`src/rtl/core/gtlr_pkg.sv`:
```
`timescale 1ns / 1ps
// shared types, constants and the tile key function for the lru tile residency block
// no dependencies

package gtlr_pkg;

  localparam int KEY_W        = 17;
  localparam int CNT_OUT_W    = 5;
  localparam int LAT_W        = 8;
  localparam int LON_W        = 9;
  localparam int OP_W         = 2;
  localparam int CAPACITY_DEF = 16;

  localparam logic [CNT_OUT_W-1:0] MAX_TILES_RST = 5'd16;

  localparam logic signed [LAT_W-1:0] LAT_LO = -8'sd90;
  localparam logic signed [LAT_W-1:0] LAT_HI = 8'sd89;
  localparam logic signed [LON_W-1:0] LON_LO = -9'sd180;
  localparam logic signed [LON_W-1:0] LON_HI = 9'sd179;

  localparam logic [LAT_W-1:0] LAT_OFS  = 8'd90;
  localparam logic [LON_W-1:0] LON_OFS  = 9'd180;
  localparam logic [KEY_W-1:0] KEY_BASE = 17'd1001;
  localparam logic [KEY_W-1:0] ROW_LEN  = 17'd360;

  typedef enum logic [OP_W-1:0] {
    OP_LOAD   = 2'd0,
    OP_LOOKUP = 2'd1,
    OP_TRIM   = 2'd2
  } op_t;

  typedef enum logic [1:0] {
    ST_IDLE,
    ST_SEARCH,
    ST_EVICT,
    ST_FINAL
  } state_t;

  // broadcast to every cell of the chain
  typedef struct packed {
    logic mark_en;
    logic shift;
    logic shift_all;
  } cell_ctl_t;

  typedef struct packed {
    logic [KEY_W-1:0]     tile_key;
    logic                 hit;
    logic                 stored;
    logic                 evicted_valid;
    logic [KEY_W-1:0]     evicted_key;
    logic [CNT_OUT_W-1:0] resident_count;
    logic                 last;
  } rsp_t;

  // clamp to the tile grid and form the key
  function automatic logic [KEY_W-1:0] tile_key_of(input logic signed [LAT_W-1:0] lat,
                                                   input logic signed [LON_W-1:0] lon);
    logic signed [LAT_W-1:0] la;
    logic signed [LON_W-1:0] lo;
    logic [LAT_W-1:0]        la_off;
    logic [LON_W-1:0]        lo_off;
    la = lat;
    lo = lon;
    if (lat < LAT_LO) la = LAT_LO;
    if (lat > LAT_HI) la = LAT_HI;
    if (lon < LON_LO) lo = LON_LO;
    if (lon > LON_HI) lo = LON_HI;
    la_off = $unsigned(la) + LAT_OFS;
    lo_off = $unsigned(lo) + LON_OFS;
    return KEY_BASE + KEY_W'(lo_off) + KEY_W'(la_off) * ROW_LEN;
  endfunction

endpackage

```
`src/rtl/core/gtlr_if.sv`:
```
`timescale 1ns / 1ps
// request, response and register write channels of the lru tile residency block
// depends on gtlr_pkg

interface gtlr_req_if;
  import gtlr_pkg::*;
  logic                    valid;
  logic                    ready;
  logic [OP_W-1:0]         operation;
  logic signed [LAT_W-1:0] lat_deg;
  logic signed [LON_W-1:0] lon_deg;
  logic                    source_ok;
  logic [KEY_W-1:0]        query_key;
  modport source (output valid, operation, lat_deg, lon_deg, source_ok, query_key,
                  input ready);
  modport sink (input valid, operation, lat_deg, lon_deg, source_ok, query_key,
                output ready);
endinterface

interface gtlr_rsp_if;
  import gtlr_pkg::*;
  logic                 valid;
  logic                 ready;
  logic [KEY_W-1:0]     tile_key;
  logic                 hit;
  logic                 stored;
  logic                 evicted_valid;
  logic [KEY_W-1:0]     evicted_key;
  logic [CNT_OUT_W-1:0] resident_count;
  logic                 last;
  modport source (output valid, tile_key, hit, stored, evicted_valid, evicted_key,
                  resident_count, last, input ready);
  modport sink (input valid, tile_key, hit, stored, evicted_valid, evicted_key,
                resident_count, last, output ready);
endinterface

interface gtlr_cfg_if;
  import gtlr_pkg::*;
  logic                 valid;
  logic                 ready;
  logic [CNT_OUT_W-1:0] max_tiles;
  modport source (output valid, max_tiles, input ready);
  modport sink (input valid, max_tiles, output ready);
endinterface

```
`src/rtl/core/geo_tile_lru_residency.sv`:
```
`timescale 1ns / 1ps
// flow: idle takes the request beat, search runs the key search over the cell chain,
//   then evict or final registers the result beats, waiting while rsp.ready holds a beat
// no request is taken until the last beat is registered; n evicted tiles give n beats,
//   each with its evicted key (n >= 1), and any other request gives a single final beat
// an op code of 3 is taken and dropped in the same cycle
// reset: residency empty, max_tiles 16, no response pending; keys need no clearing

module geo_tile_lru_residency #(
  parameter int CAPACITY = gtlr_pkg::CAPACITY_DEF
) (
  input logic        clk,
  input logic        rst,
  gtlr_req_if.sink   req,
  gtlr_rsp_if.source rsp,
  gtlr_cfg_if.sink   cfg
);
  import gtlr_pkg::*;

  localparam int TW = $clog2(CAPACITY + 1);
  localparam int CW = (TW > CNT_OUT_W) ? TW : CNT_OUT_W;

  state_t               state, state_next;
  logic [CNT_OUT_W-1:0] max_tiles;
  logic [TW-1:0]        total, total_next;
  op_t                  op_q, op_next;
  logic                 src_q, src_next;
  logic [KEY_W-1:0]     skey, skey_next;
  logic [KEY_W-1:0]     tkey, tkey_next;
  logic                 hit_q, hit_next;
  logic                 insert_q, insert_next;
  logic                 move_q, move_next;
  logic [TW-1:0]        n_left, n_left_next;
  logic [TW-1:0]        rep, rep_next;
  logic                 out_v, out_v_next;
  rsp_t                 out_q, out_next;

  cell_ctl_t            ctl;
  logic [KEY_W-1:0]     chain_key [CAPACITY+1];
  logic                 sel_chain [CAPACITY+1];
  logic [KEY_W-1:0]     tail_key;
  logic [CW-1:0]        max_cw;
  logic [CW-1:0]        lim_cw;
  logic [TW-1:0]        lim;
  logic [TW:0]          after;
  logic                 slot_free;
  logic                 accept;

  assign max_cw    = CW'(max_tiles);
  assign lim_cw    = (max_cw < CW'(CAPACITY)) ? max_cw : CW'(CAPACITY);
  assign lim       = TW'(lim_cw);
  assign after     = {1'b0, total} + (TW+1)'(1);
  assign slot_free = !out_v || rsp.ready;
  assign accept    = req.valid && req.ready;

  assign req.ready = (state == ST_IDLE);
  assign cfg.ready = 1'b1;

  assign chain_key[0]        = skey;
  assign sel_chain[CAPACITY] = 1'b0;

  for (genvar i = 0; i < CAPACITY; i++) begin : g_cell
    gtlr_cell u_cell (
      .clk        (clk),
      .rst        (rst),
      .ctl        (ctl),
      .occupied   (TW'(i) < total),
      .search_key (skey),
      .key_in     (chain_key[i]),
      .sel_in     (sel_chain[i+1]),
      .key        (chain_key[i+1]),
      .sel_out    (sel_chain[i])
    );
  end

  // key of the least recently used resident tile
  always_comb begin
    tail_key = '0;
    for (int i = 0; i < CAPACITY; i++) begin
      tail_key = tail_key | (chain_key[i+1] & {KEY_W{TW'(i) == (total - TW'(1))}});
    end
  end

  always_ff @(posedge clk) begin
    if (rst) begin
      state     <= ST_IDLE;
      max_tiles <= MAX_TILES_RST;
      total     <= '0;
      out_v     <= 1'b0;
    end else begin
      state <= state_next;
      total <= total_next;
      out_v <= out_v_next;
      if (cfg.valid && cfg.ready) begin
        max_tiles <= cfg.max_tiles;
      end
    end
  end

  always_ff @(posedge clk) begin
    op_q     <= op_next;
    src_q    <= src_next;
    skey     <= skey_next;
    tkey     <= tkey_next;
    hit_q    <= hit_next;
    insert_q <= insert_next;
    move_q   <= move_next;
    n_left   <= n_left_next;
    rep      <= rep_next;
    out_q    <= out_next;
  end

  always_comb begin
    state_next  = state;
    total_next  = total;
    op_next     = op_q;
    src_next    = src_q;
    skey_next   = skey;
    tkey_next   = tkey;
    hit_next    = hit_q;
    insert_next = insert_q;
    move_next   = move_q;
    n_left_next = n_left;
    rep_next    = rep;
    out_next    = out_q;
    out_v_next  = out_v && !rsp.ready;
    ctl         = '0;

    unique case (state)
      ST_IDLE: begin
        if (accept) begin
          op_next  = op_t'(req.operation);
          src_next = req.source_ok;
          case (op_t'(req.operation))
            OP_LOAD: begin
              skey_next  = tile_key_of(req.lat_deg, req.lon_deg);
              tkey_next  = skey_next;
              state_next = ST_SEARCH;
            end
            OP_LOOKUP: begin
              skey_next  = req.query_key;
              tkey_next  = req.query_key;
              state_next = ST_SEARCH;
            end
            OP_TRIM: begin
              tkey_next  = '0;
              state_next = ST_SEARCH;
            end
            default: state_next = ST_IDLE;
          endcase
        end
      end

      ST_SEARCH: begin
        ctl.mark_en = 1'b1;
        hit_next    = 1'b0;
        insert_next = 1'b0;
        move_next   = 1'b0;
        n_left_next = '0;
        rep_next    = '0;
        case (op_q)
          OP_LOAD: begin
            hit_next = sel_chain[0];
            if (sel_chain[0]) begin
              move_next = 1'b1;
            end else if (src_q && (lim == '0)) begin
              // the new tile would go at once: flush everything instead
              n_left_next = total;
              rep_next    = total - TW'(1);
            end else if (src_q) begin
              insert_next = 1'b1;
              n_left_next = (after > {1'b0, lim}) ? TW'(after - {1'b0, lim}) : '0;
              rep_next    = total;
            end
          end
          OP_LOOKUP: hit_next = sel_chain[0];
          default: begin
            n_left_next = (total > lim) ? (total - lim) : '0;
            rep_next    = total - TW'(1);
          end
        endcase
        state_next = (n_left_next != '0) ? ST_EVICT : ST_FINAL;
      end

      ST_EVICT: begin
        if (slot_free) begin
          out_v_next              = 1'b1;
          out_next.tile_key       = tkey;
          out_next.hit            = hit_q;
          out_next.stored         = insert_q;
          out_next.evicted_valid  = 1'b1;
          out_next.evicted_key    = tail_key;
          out_next.resident_count = CNT_OUT_W'(CW'(rep));
          out_next.last           = (n_left == TW'(1));
          rep_next                = rep - TW'(1);
          n_left_next             = n_left - TW'(1);
          total_next              = total - TW'(1);
          if (n_left == TW'(1)) begin
            state_next = ST_IDLE;
            if (insert_q) begin
              // tail read above comes from the registers before this shift
              ctl.shift     = 1'b1;
              ctl.shift_all = 1'b1;
              total_next    = total;
            end
          end
        end
      end

      ST_FINAL: begin
        if (slot_free) begin
          out_v_next              = 1'b1;
          out_next.tile_key       = tkey;
          out_next.hit            = hit_q;
          out_next.stored         = insert_q;
          out_next.evicted_valid  = 1'b0;
          out_next.evicted_key    = '0;
          out_next.resident_count = CNT_OUT_W'(CW'(total + TW'(insert_q)));
          out_next.last           = 1'b1;
          ctl.shift               = move_q || insert_q;
          ctl.shift_all           = insert_q;
          if (insert_q) begin
            total_next = total + TW'(1);
          end
          state_next = ST_IDLE;
        end
      end

      default: state_next = ST_IDLE;
    endcase
  end

  assign rsp.valid          = out_v;
  assign rsp.tile_key       = out_q.tile_key;
  assign rsp.hit            = out_q.hit;
  assign rsp.stored         = out_q.stored;
  assign rsp.evicted_valid  = out_q.evicted_valid;
  assign rsp.evicted_key    = out_q.evicted_key;
  assign rsp.resident_count = out_q.resident_count;
  assign rsp.last           = out_q.last;

`ifndef SYNTH
  a_total_cap: assert property (@(posedge clk) disable iff (rst)
    total <= TW'(CAPACITY))
    else $error("resident count above capacity");

  a_evict_dec: assert property (@(posedge clk) disable iff (rst)
    (state == ST_EVICT && slot_free && n_left != TW'(1)) |=> total == $past(total) - TW'(1))
    else $error("eviction beat did not drop the resident count");

  a_plain_last: assert property (@(posedge clk) disable iff (rst)
    (out_v && !out_q.evicted_valid) |-> out_q.last)
    else $error("non-eviction beat not marked last");

  a_hit_stored: assert property (@(posedge clk) disable iff (rst)
    out_v |-> !(out_q.hit && out_q.stored))
    else $error("beat reports both hit and stored");
`endif

endmodule

```
`src/rtl/core/gtlr_cell.sv`:
```
`timescale 1ns / 1ps
// one slot of the recency chain: holds a key, compares it, shifts from its left neighbour
// depends on gtlr_pkg

module gtlr_cell (
  input  logic                       clk,
  input  logic                       rst,
  input  gtlr_pkg::cell_ctl_t        ctl,
  input  logic                       occupied,
  input  logic [gtlr_pkg::KEY_W-1:0] search_key,
  input  logic [gtlr_pkg::KEY_W-1:0] key_in,
  input  logic                       sel_in,
  output logic [gtlr_pkg::KEY_W-1:0] key,
  output logic                       sel_out
);
  import gtlr_pkg::*;

  logic [KEY_W-1:0] key_q;
  logic             mark;
  logic             match;

  assign match   = occupied && (key_q == search_key);
  // set when the matching slot is here or further towards the tail
  assign sel_out = sel_in || match;
  assign key     = key_q;

  always_ff @(posedge clk) begin
    if (rst) begin
      mark <= 1'b0;
    end else if (ctl.mark_en) begin
      mark <= sel_out;
    end
  end

  always_ff @(posedge clk) begin
    if (ctl.shift && (mark || ctl.shift_all)) begin
      key_q <= key_in;
    end
  end

endmodule
```
`src/flat_wrapper.sv`:
```
// flat-port wrapper written by rule: the top's interface ports become plain ports
module geo_tile_lru_residency_flat import gtlr_pkg::*;
#(
  parameter int CAPACITY = gtlr_pkg::CAPACITY_DEF
)
  (clk, rst, req_valid, req_operation, req_lat_deg, req_lon_deg, req_source_ok, req_query_key, req_ready, rsp_valid, rsp_tile_key, rsp_hit, rsp_stored, rsp_evicted_valid, rsp_evicted_key, rsp_resident_count, rsp_last, rsp_ready, cfg_valid, cfg_max_tiles, cfg_ready);
  gtlr_req_if req_i ();
  gtlr_rsp_if rsp_i ();
  gtlr_cfg_if cfg_i ();
  input logic clk;
  input logic rst;
  input wire logic [$bits(req_i.valid)-1:0] req_valid;
  input wire logic [$bits(req_i.operation)-1:0] req_operation;
  input wire logic [$bits(req_i.lat_deg)-1:0] req_lat_deg;
  input wire logic [$bits(req_i.lon_deg)-1:0] req_lon_deg;
  input wire logic [$bits(req_i.source_ok)-1:0] req_source_ok;
  input wire logic [$bits(req_i.query_key)-1:0] req_query_key;
  output wire logic [$bits(req_i.ready)-1:0] req_ready;
  output wire logic [$bits(rsp_i.valid)-1:0] rsp_valid;
  output wire logic [$bits(rsp_i.tile_key)-1:0] rsp_tile_key;
  output wire logic [$bits(rsp_i.hit)-1:0] rsp_hit;
  output wire logic [$bits(rsp_i.stored)-1:0] rsp_stored;
  output wire logic [$bits(rsp_i.evicted_valid)-1:0] rsp_evicted_valid;
  output wire logic [$bits(rsp_i.evicted_key)-1:0] rsp_evicted_key;
  output wire logic [$bits(rsp_i.resident_count)-1:0] rsp_resident_count;
  output wire logic [$bits(rsp_i.last)-1:0] rsp_last;
  input wire logic [$bits(rsp_i.ready)-1:0] rsp_ready;
  input wire logic [$bits(cfg_i.valid)-1:0] cfg_valid;
  input wire logic [$bits(cfg_i.max_tiles)-1:0] cfg_max_tiles;
  output wire logic [$bits(cfg_i.ready)-1:0] cfg_ready;
  assign req_i.valid = req_valid;
  assign req_i.operation = req_operation;
  assign req_i.lat_deg = req_lat_deg;
  assign req_i.lon_deg = req_lon_deg;
  assign req_i.source_ok = req_source_ok;
  assign req_i.query_key = req_query_key;
  assign req_ready = req_i.ready;
  assign rsp_valid = rsp_i.valid;
  assign rsp_tile_key = rsp_i.tile_key;
  assign rsp_hit = rsp_i.hit;
  assign rsp_stored = rsp_i.stored;
  assign rsp_evicted_valid = rsp_i.evicted_valid;
  assign rsp_evicted_key = rsp_i.evicted_key;
  assign rsp_resident_count = rsp_i.resident_count;
  assign rsp_last = rsp_i.last;
  assign rsp_i.ready = rsp_ready;
  assign cfg_i.valid = cfg_valid;
  assign cfg_i.max_tiles = cfg_max_tiles;
  assign cfg_ready = cfg_i.ready;
  geo_tile_lru_residency #(.CAPACITY(CAPACITY)) u_core (.clk(clk), .rst(rst), .req(req_i), .rsp(rsp_i), .cfg(cfg_i));
endmodule
```
`config.mk`:
```
export PLATFORM = sky130hd
export DESIGN_NAME = geo_tile_lru_residency_flat
export DESIGN_NICKNAME = d
export VERILOG_FILES = /design/src/rtl/core/gtlr_pkg.sv /design/src/rtl/core/gtlr_if.sv /design/src/rtl/core/geo_tile_lru_residency.sv /design/src/rtl/core/gtlr_cell.sv /design/src/flat_wrapper.sv
export SDC_FILE = /design/constraint.sdc
export NUM_CORES = 1
export LEC_CHECK = 0
export ABC_AREA = 0
export BUFFER_PORTS_ARGS = -buffer_cell sky130_fd_sc_hd__buf_4
export CAP_MARGIN = 0
export CORE_UTILIZATION = 42
export CTS_CLUSTER_SIZE = 12
export DETAILED_ROUTE_END_ITERATION = 6
export SYNTH_ARGS = -nofsm -noshare
export SYNTH_HDL_FRONTEND = slang
export SYNTH_HIERARCHICAL = 1
export SYNTH_SLANG_ARGS = --single-unit
```
`constraint.sdc`:
```
create_clock -name clk -period 6.1 [get_ports clk]
set_input_delay 0.305 -clock clk [delete_from_list [all_inputs] [get_ports clk]]
set_output_delay 0.305 -clock clk [all_outputs]
set_load 0.01 [all_outputs]
```
==> flow_summary.toml <==
[power]
p_leak_nw = 8.83
powerDensity_nw_per_um2 = 466
ir_worst_vdd_v = 0.000336
total_power_w = 0.0115

[place]
gp_congestion = 0.936
preCtsSetupSlack_ps = -177
dp_hpwl_um = 45300
numPortBuffers = 91

[clocking]
cts_made_buffers = 45
cts.path.max_buffers = 3
clock_sinks = 394
cts_tree = "yes"
cts_root_buffer = "clkbuf_16"
insertion_delay_ps = 590
cts_max_level = 2
clkTransAtPathRegs_ps = 60

[global_routing]
grt_antenna_before_repair = 2
grt_start_max_net_pins = 42
grt_pass1_vias = 15000
grt_pass1_wl_um = 94800
grt_overflow_total = 0
track_usage_pct = 25.5

[routing]
viasPerCell = 5.82
drtAntennaViolNets = 0
first_pass_iters = 5
avgRoutedWirePerCell_um = 25.5
wirelength_um = 65000
drcViolationCount = 0
num_vias = 14800
first_iter_violations = 1363

[logic_synthesis]
synth_most_common_cell = "edfxtp_1"
synth_largest_area_cell = "edfxtp_1"
synthCells = 1654
ys_seq_area_share_pct = 54.6
ys_types = 70
synth_top_cells_by_count = "365 x edfxtp_1, 234 x xnor2_1, 103 x inv_1, 86 x xor2_1, 66 x ha_1"
ys_async_sr_fraction_pct = 0
yosys_register_bits = 394
yosysWarnings = 6
syn-num-nets = 1779
synth_area_leaders = "edfxtp_1 52%, xnor2_1 9.7%, ha_1 3.9%, xor2_1 3.6%, dfxtp_1 2.7%"
dominantRegCellSynth = "edfxtp_1"
synth_edf_count = 365
yosys.area.top_type_share_pct = 51.8
syn_area_per_cell_um2 = 12.8
syn_area_um2 = 21200

[sta]
final-setup-viol-count = 0
drv_slew = 0
max_freq_mhz = 174
relSlewSlack_pct = 7.12
rsz0062_at_grt = "yes"
fin_crit_sh_pct = 94.2
fin_crit_ps = 5740
tightest_slew_ps = 1390
hold_violations = 0
fin_worst_skew_ps = 32.3
layout_setup_ws_ps = 355

[worst_setup_path]
critPathLaunchType = "flop"
crit_fanout = 15
cp.required_ps = 6520
critPathMaxStageDelay_ps = 520
end_kind = "flop"
criticalPathCategory = "reg -> reg"
cp.arrival_ps = 6170
cp_slowest_cell = "or4b_4"

[die]
die_area_um2 = 51300
die_w_um = 226
die_h_um = 226
rows = 81
core-area_um2 = 49400
num_io_pins = 93
start_util_pct = 42.9

[status]
status = "completed"

[min_path]
holdCritPathClass = "in -> reg"

[layout]
drive_gt1_share_pct = 17.8
final_nets = 1974
syn_to_final_growth_pct = 16.4

[job]
maxCapViolCount = 0
==> final timing paths <==
check / from / endpoint / cells past startpoint / slack, ps
min: cfg_valid / u_core/max_cw[4] / 2 / 30
max reg2reg: u_core/skey[4] / u_core/state[0] / 40 / 360
min reg2reg: u_core/tkey[14] / u_core/rsp.tile_key[14] / 0 / 420
max: u_core/skey[4] / u_core/state[0] / 40 / 360
==> critical path: cells and delay by family (launching register included) <==
kind                      cells  cell delay [ps]
AOI/OAI and AO/OA            18             2350
buffers and inverters        16             1280
and+or+nand+nor               4              970
DFF                           1              500
muxes                         1              280
xor gates and xnor gates      1              160
==> through the flow <==
| stage | utilization (%) | cell area, um^2 | std cells | hold WS [ps] | setup TNS (ps) |
|---|---|---|---|---|---|
| finish | 49.9 | 24600 | 2547 | 30.4 | 0 |
| global route | 49.9 | 24600 | 2546 | 17.7 | -40.5 |
| CTS | 49.7 | 24500 | 2542 | 6.90 | 0 |
| detailed placement | 46.7 | 23100 | 2454 | 406 | -1240 |
| global placement | 46.7 | 23100 | 2454 | 414 | -325 |
| floorplan | - | 21200 | 1654 | 370 | 0 |
==> placed cells by master, fill, tap and decap left out, types with 8 or more instances in the layout <==
cell type	count
a211oi_2	19
a21oi_1	31
a21oi_2	16
a221oi_1	53
a22o_1	55
a22oi_1	34
a31oi_1	20
and3_1	41
buf_4	188
clkbuf_1	14
clkbuf_16	47
dfxtp_1	29
dlygate4sd3_1	8
edfxtp_1	365
fa_1	12
ha_1	66
inv_1	102
mux2i_1	9
nand2_1	50
nand2b_1	10
nand3_1	18
nand4_1	55
nor2_1	61
nor2b_1	12
nor3_1	10
nor3_4	20
nor4_1	19
o21a_1	24
o21ai_0	53
xnor2_1	234
xor2_1	86
==> sequential cells by signal, indices dropped and copies added, names as in the netlist, 2 cells and up <==
| register | cells |
|---|---|
| u_core/rsp.evicted_key | 17 |
| u_core/tkey | 17 |
| u_core/state | 2 |
| u_core/rep | 5 |
| u_core/skey | 17 |
| u_core/rsp.resident_count | 5 |
| u_core/max_cw | 5 |
| u_core/n_left | 5 |
| u_core/total | 5 |
| u_core/op_q | 2 |
| u_core/rsp.tile_key | 17 |
| u_core/g_cell.u_cell/mark | 16 |
| u_core/g_cell.u_cell/key | 272 |
==> kinds of logic (layout without fill, tap and decap cells) <==
family	after synthesis	count (layout)	synth area share [%]
compound gates	368	368	13.7
flops	394	394	54.6
other cells	2	3	0.0355
fa+ha+maj	78	78	5.04
mux	14	14	0.692
xor+xnor	321	321	13.3
buf+inv	151	379	3.31
simple gates	326	326	9.30
==> metal layers <==
layer,part of all wire (%),global-route usage [%]
met3,9.1,5.99
met5,0,0
met1,42,33.7
met2,46,40.4
met4,3.5,9.90
==> layout make-up <==
type,count,area [um^2]
diodes,1,2.50
clock buffers,62,1240
clock inverters,18,165
fillers,4348,24700
inverters,103,387
multi-input cells,1109,8970
flip-flops and latches,394,11500
well taps,664,831
repair buffers,196,1490
==> report_power, final <==
part           total (W)  switching (W)  internal [W]
clock network    0.00264        0.00110       0.00155
logic            0.00515        0.00303       0.00212
registers        0.00369       0.000211       0.00348
==> repair_timing <==
item / 4_1_cts / 5_1_grt
hold endpoints to repair: 8 / 0
setup endpoints to repair: 0 / 10
hold buffers: 8 / 0
gates resized for setup: 0 / 8
buffers inserted: 0 / 4
(Power assumes the default switching activity.)
